[config.mk]
export PLATFORM = sky130hd
export DESIGN_NAME = bnla_cfg
export DESIGN_NICKNAME = d
export VERILOG_FILES = /design/src/design/bnla_pkg.sv /design/src/design/bnla_cfg.sv
export SDC_FILE = /design/constraint.sdc
export NUM_CORES = 1
export LEC_CHECK = 0
export ABC_AREA = 1
export BUFFER_PORTS_ARGS = -buffer_cell sky130_fd_sc_hd__buf_2
export CORE_UTILIZATION = 26
export DETAILED_ROUTE_END_ITERATION = 6
export GPL_TIMING_DRIVEN = 0
export PLACE_DENSITY_LB_ADDON = 0.12
export RECOVER_POWER = 50
export SKIP_CTS_REPAIR_TIMING = 1
export SLEW_MARGIN = 20
export SYNTH_ARGS = -nofsm -noshare
export SYNTH_HDL_FRONTEND = slang
export SYNTH_SLANG_ARGS = --single-unit
[constraint.sdc]
create_clock -name clk -period 1.8 [get_ports clk]
set_input_delay 0.45 -clock clk [delete_from_list [all_inputs] [get_ports clk]]
set_output_delay 0.45 -clock clk [all_outputs]
set_load 0.02 [all_outputs]
[src/design/bnla_pkg.sv]
// shared types, opcodes and saturation helper for the batchnorm leaky activation core
`default_nettype none
package bnla_pkg;

  localparam logic OP_LOAD    = 1'b0;
  localparam logic OP_PROCESS = 1'b1;

  localparam logic [0:0] REG_NORM_ENABLE  = 1'b0;
  localparam logic [0:0] REG_LEAKY_ENABLE = 1'b1;

  typedef struct packed {
    logic               opcode;
    logic [9:0]         channel;
    logic signed [31:0] accum;
    logic signed [31:0] bin_scale_in;
    logic signed [31:0] mean_in;
    logic signed [31:0] inv_std_in;
    logic signed [31:0] gamma_in;
    logic signed [31:0] beta_in;
  } in_item_t;

  typedef struct packed {
    logic signed [31:0] activation_out;
    logic               saturated;
  } out_item_t;

  typedef struct packed {
    logic signed [31:0] bin_scale;
    logic signed [31:0] mean;
    logic signed [31:0] inv_std;
    logic signed [31:0] gamma;
    logic signed [31:0] beta;
  } params_t;

  typedef struct packed {
    logic norm_enable;
    logic leaky_enable;
  } cfg_t;

  typedef struct packed {
    logic signed [31:0] val;
    logic               clip;
  } sat_t;

  // clip a wide signed value to the signed 32-bit range
  function automatic sat_t sat32(input logic signed [63:0] x);
    sat_t r;
    if (x > 64'sh0000_0000_7FFF_FFFF) begin
      r.val  = 32'sh7FFF_FFFF;
      r.clip = 1'b1;
    end else if (x < -64'sh0000_0000_8000_0000) begin
      r.val  = 32'sh8000_0000;
      r.clip = 1'b1;
    end else begin
      r.val  = x[31:0];
      r.clip = 1'b0;
    end
    return r;
  endfunction

endpackage
`default_nettype wire

[src/design/bnla_cfg.sv]
// apb-style configuration registers: normalization and leaky enables
`default_nettype none
module bnla_cfg (
  input  wire logic        clk,
  input  wire logic        rst_n,
  input  wire logic        psel,
  input  wire logic        penable,
  input  wire logic        pwrite,
  input  wire logic [2:0]  paddr,
  input  wire logic [31:0] pwdata,
  output logic      [31:0] prdata,
  output logic             pready,
  output bnla_pkg::cfg_t   cfg
);

  logic norm_r, norm_nxt;
  logic leaky_r, leaky_nxt;
  logic wr;

  assign pready = 1'b1;
  assign wr     = psel && penable && pwrite;

  always_comb begin
    norm_nxt  = norm_r;
    leaky_nxt = leaky_r;
    if (wr) begin
      unique case (paddr[2:2])
        bnla_pkg::REG_NORM_ENABLE:  norm_nxt  = pwdata[0];
        bnla_pkg::REG_LEAKY_ENABLE: leaky_nxt = pwdata[0];
        default: ;
      endcase
    end
  end

  always_ff @(posedge clk) begin
    if (!rst_n) begin
      norm_r  <= 1'b0;
      leaky_r <= 1'b0;
    end else begin
      norm_r  <= norm_nxt;
      leaky_r <= leaky_nxt;
    end
  end

  always_comb begin
    unique case (paddr[2:2])
      bnla_pkg::REG_NORM_ENABLE:  prdata = {31'd0, norm_r};
      bnla_pkg::REG_LEAKY_ENABLE: prdata = {31'd0, leaky_r};
      default:                    prdata = 32'd0;
    endcase
  end

  assign cfg.norm_enable  = norm_r;
  assign cfg.leaky_enable = leaky_r;

endmodule
`default_nettype wire

==> reports/results.tsv, run 1 <==
metric	value	unit
Antenna Cells	0	
setup clock skew after layout	0	ns
data arrival time of the worst path	0.90	ns
crit path buf inv count	3	
static leakage	0.400	nW
CP delay by family, top	buffers and inverters	
slowest stage cell, crit path	buf_2	
vias per std cell	2.82	
final-report max-slew violation count	0	
Startpoint Class	primary input	
share of final-layout standard cells stronger than drive strength 1	0.490	
I/O pin count	75	
cells traversed along the worst timing path	buf_2 > inv_1 > nand2_1 > nand2_1 > buf_2	
post-layout utilization of the core	0.427	
Clock Root Buffer	clkbuf_4	
number of register bits inferred by synthesis	2	
final hold vios	0	
DIE WIDTH	40.1	um
clock sink count	2	
final weighted congestion in routability-driven placement	0.522	
achievable frequency	741	MHz
total wire length after detailed routing	541	um
aggregate global routing overflow	0	
worst r2r path cells	2	
nets@finish	138	
cts bufs inserted	3	
number of max-cap violations	0	
HPWL reported at the end of detailed placement	491	um
Unique masters post-synth	10	
non-filler cells, final	111	
final period demand of the worst path	1.35	ns
final period utilization	0.749	
top fanout value on the critical path	4	
global router's overall resource usage	0.0767	
Critical Path RT	1.35	ns
Clock Path Buffers	2	
path type of the worst min-delay path	primary input to flip-flop	
clock tree from TritonCTS	yes	
largest net degree at the start of global routing	5	
Synth Warn #	0	
post-synthesis instance total	54	
Post-Place Cell Area	554	um2
depth of the CTS H-tree	1	
number of cells on the critical path	5	
Antenna Nets Post-Route	0	
element type at the critical path end	primary output	
die area	1610	um2
synthesized area per cell	7.00	um2
vias in the first global route	193	
Setup TNS	0	ns
total number of vias	313	
height of the die	40.1	um
count of input and output buffers	9	
drt first-iter violations	2	
Skew-Pair Late Insertion Delay	0.22	ns
number of antenna violations at the first check in global routing	0	
power per cell area	495	nW/um2
wire length of the first global-routing pass	710	um
worst setup path category	primary input to primary output	
share of the yosys chip area belonging to registers	0.106	
area of the placeable core	1330	um2
initial cell density of the core	0.283	
cell area after synthesis	378	um2
Area growth, synth to finish	50.7	%
RSZ-0062 raised after global routing	false	
delay of the slowest critical-path stage	0.15	ns
post-route cell area	569	um2
Placed Cells	108	
count of unresolved DRC violations after routing	0	
Routed WL per cell	4.87	um
number of rows created at floorplan	13	
outcome	finished clean	
final setup violating endpoints	0	
count of cells along the worst hold path	3	
clock transition at the registers of the reported paths	0.03	ns
drt pass-1 iters	2	
worst vdd ir	0.235	mV
-- routing by layer --
metal | wire [um] | share of wire | vias to the layer above | track usage
met1 | 201 | 0.37 | 109 | 0.0425
met2 | 228 | 0.42 | 23 | 0.125
met3 | 111 | 0.21 | 0 | 0.0778
met4 | 0 | 0 | 0 | 0.0776
met5 | 0 | 0 | - | 0
li1 | - | - | 181 | -
-- cells in the final DEF, fill, tap and decap left out, drive strengths merged --
master	Yosys	layout
nand3	2	2
a21oi	2	2
nand2	6	6
nor2	3	3
clkbuf	0	3
dfxtp	2	2
conb	2	32
inv	3	3
buf	34	43
-- cell type report --
class | count | area, um2
fillers | 149 | 764
plain buffers | 34 | 255
multi-input cells | 45 | 176
repair buffers | 9 | 45.0
flip-flops and latches | 2 | 40.0
clock buffers | 3 | 22.5
well taps | 15 | 18.8
inverters | 3 | 11.3
-- synthesized netlist by cell type, drive strengths merged --
cell type  number  share of area
nand3           2          0.026
buf            34           0.68
inv             3          0.030
nand2           6          0.066
conb            2          0.020
a21oi           2          0.026
dfxtp           2           0.11
nor2            3          0.050
-- cells by family after synthesis --
kind of cell / after synthesis / synth area share
buf+inv: 37 / 0.705
simple gates: 11 / 0.142
flops: 2 / 0.106
compound gates: 2 / 0.0265
other cells: 2 / 0.0199
-- sequential cells by signal, indices dropped and copies added (netlist names) --
name     count
leaky_r      1
norm_r       1
-- worst paths after layout --
kind | from | endpoint | slack [ns]
min | rst_n | leaky_r$_SDFFE_PN0P_ | 0.47
max reg2reg | norm_r$_SDFFE_PN0P_ | norm_r$_SDFFE_PN0P_ | 1.21
max | paddr[2] | prdata[0] | 0.45
min reg2reg | norm_r$_SDFFE_PN0P_ | norm_r$_SDFFE_PN0P_ | 0.52
-- stage by stage --
| stage | setup WS, ns | hold WS (ns) | power (mW) |
|---|---|---|---|
| after floorplan | 0.641 | 0.475 | 0.173 |
| after global placement | 0.445 | 0.510 | 0.184 |
| after detailed placement | 0.450 | 0.513 | 0.184 |
| after CTS | 0.448 | 0.462 | 0.290 |
| after global routing | 0.406 | 0.469 | 0.307 |
| final | 0.451 | 0.471 | 0.282 |
-- report_power, final --
group	total (mW)	switching (mW)	internal [mW]
combinational	0.137	0.0792	0.0574
clock	0.0975	0.0241	0.0734
sequential	0.0475	0.00120	0.0463
-- worst min-delay path, cell delays in order --
cell and delay (ns):
buf_2 0.11, nand2_1 0.06, nor2_1 0.03
Note: power is estimated with default switching activity, not from simulation.
==> inputs of run 2 (changes only) <==
- CORE_UTILIZATION: 26 -> 24
- clock period: 1.8 -> 1.4 ns (I/O delays scaled with it)
==> run 2 against run 1 <==
Core utilization fell by 1.5 points. Critical path depth fell by 2. Global-route usage fell by 0.15 points. Setup slack got worse by 0.22 ns. Sequential share of layout area did not move. Via count rose by 0.64%. Combinational power rose by 28%. Critical endpoint unchanged. Largest cell class unchanged.
==> reports/results.tsv, run 2 (synthesis gave the netlist of run 1 again) <==
metric	value	unit	change
total number of vias	315		+0.64%
Antenna Nets Post-Route	0		unchanged
final hold vios	0		unchanged
achievable frequency	852	MHz	
final period utilization	0.838		
setup slack after placement	0.245	ns	-0.205 ns
Startpoint Class	flip-flop		
element type at the critical path end	primary output		
vias per std cell	2.84		+0.64%
Setup TNS	0	ns	unchanged
Critical Path RT	1.05	ns	-0.30 ns
height of the die	41.7	um	+3.9%
vias in the first global route	255		+32%
power per cell area	643	nW/um2	+30%
Top Registers	leaky_r: 1 flops, norm_r: 1 flops		
Skew-Pair Late Insertion Delay	0.23	ns	about the same
count of input and output buffers	9		unchanged
number of rows created at floorplan	13		unchanged
Clock Root Buffer	clkbuf_4		
final period demand of the worst path	1.17	ns	
drt first-iter violations	5		+3
global router's overall resource usage	0.0751		-0.00152
final setup margin	0.226	ns	-0.225 ns
total power draw	0.366	mW	+30%
drt pass-1 iters	2		unchanged
RSZ-0062 raised after global routing	false		
leading cell types in the layout, fill and taps excluded	buf_4, conb_1, buf_2		
cts bufs inserted	3		unchanged
non-filler cells, final	111		unchanged
nets@finish	138		unchanged
most frequent standard cell in the layout excluding fill and tap cells	buf_4		
initial cell density of the core	0.273		-0.0100
final-report max-slew violation count	0		unchanged
largest net degree at the start of global routing	5		unchanged
total wire length after detailed routing	540	um	-0.18%
setup clock skew after layout	0	ns	unchanged
count of unresolved DRC violations after routing	0		unchanged
aggregate global routing overflow	0		unchanged
Placed Cells	108		unchanged
top fanout value on the critical path	3		-1
worst vdd ir	0.245	mV	+4.3%
number of inserted filler cells in the final layout	163		+9.4%
Routed WL per cell	4.86	um	-0.18%
HPWL reported at the end of detailed placement	493	um	+0.26%
clock tree from TritonCTS	yes		
outcome	finished clean		
number of antenna violations at the first check in global routing	0		unchanged
clock transition at the registers of the reported paths	0.03	ns	about the same
Area growth, synth to finish	50.7	%	unchanged
share of final-layout standard cells stronger than drive strength 1	0.490		unchanged
path type of the worst min-delay path	primary input to flip-flop		
depth of the CTS H-tree	1		unchanged
final setup violating endpoints	0		unchanged
final weighted congestion in routability-driven placement	0.554		+6.0%
die area	1740	um2	+7.9%
I/O pin count	75		unchanged
worst setup path category	flip-flop to primary output		
DIE WIDTH	41.7	um	+3.9%
Antenna Cells	0		unchanged
wire length of the first global-routing pass	986	um	+39%
data arrival time of the worst path	0.82	ns	-0.08 ns
Clock Path Buffers	2		unchanged
clock sink count	2		unchanged
number of max-cap violations	0		unchanged
area of the placeable core	1380	um2	+3.7%
static leakage	0.400	nW	unchanged
## run 2: per-layer routing
metal / GRT usage / up-vias / share of wire
li1: - / 179 / -
met1: 0.0757 / 109 / 0.36
met2: 0.113 / 27 / 0.45
met3: 0.0565 / 0 / 0.19
met4: 0.0387 / 0 / 0
met5: 0 / - / 0
## run 2: worst max-delay path, stage by stage (launching register included)
cell,delay [ns]
dfxtp_1,0.34
nand2_1,0.06
nand2_1,0.05
buf_2,0.15
## run 2: layout make-up
type | count | area, um2 | area share
inverter | 3 | 11.3 | 0.0198
multi-input combinational | 45 | 176 | 0.310
buffer | 34 | 255 | 0.448
tap | 15 | 18.8 | 0.0330
timing repair buffer | 9 | 45.0 | 0.0791
sequential | 2 | 40.0 | 0.0703
clock buffer | 3 | 22.5 | 0.0396
## run 2: path summary, 6_finish.rpt
kind	start	endpoint	slack, ns	depth (start not counted)
min	rst_n	leaky_r$_SDFFE_PN0P_	0.36	3
min reg2reg	leaky_r$_SDFFE_PN0P_	leaky_r$_SDFFE_PN0P_	0.51	2
max reg2reg	norm_r$_SDFFE_PN0P_	norm_r$_SDFFE_PN0P_	0.81	2
max	norm_r$_SDFFE_PN0P_	prdata[0]	0.23	3
## run 2: through the flow
step | util | hold WS [ns] | cell area [um2]
finish | 0.412 | 0.360 | 569
global route | 0.412 | 0.360 | 569
CTS | 0.417 | 0.355 | 577
detailed placement | 0.401 | 0.514 | 554
global placement | 0.401 | 0.517 | 554
floorplan | - | 0.471 | 490
## run 2: report_power, final
part	internal [mW]	total, mW	switching, mW
Sequential	0.0595	0.0609	0.00139
Clock	0.0947	0.129	0.0344
Combinational	0.0739	0.176	0.102
Total	0.228	0.366	0.138
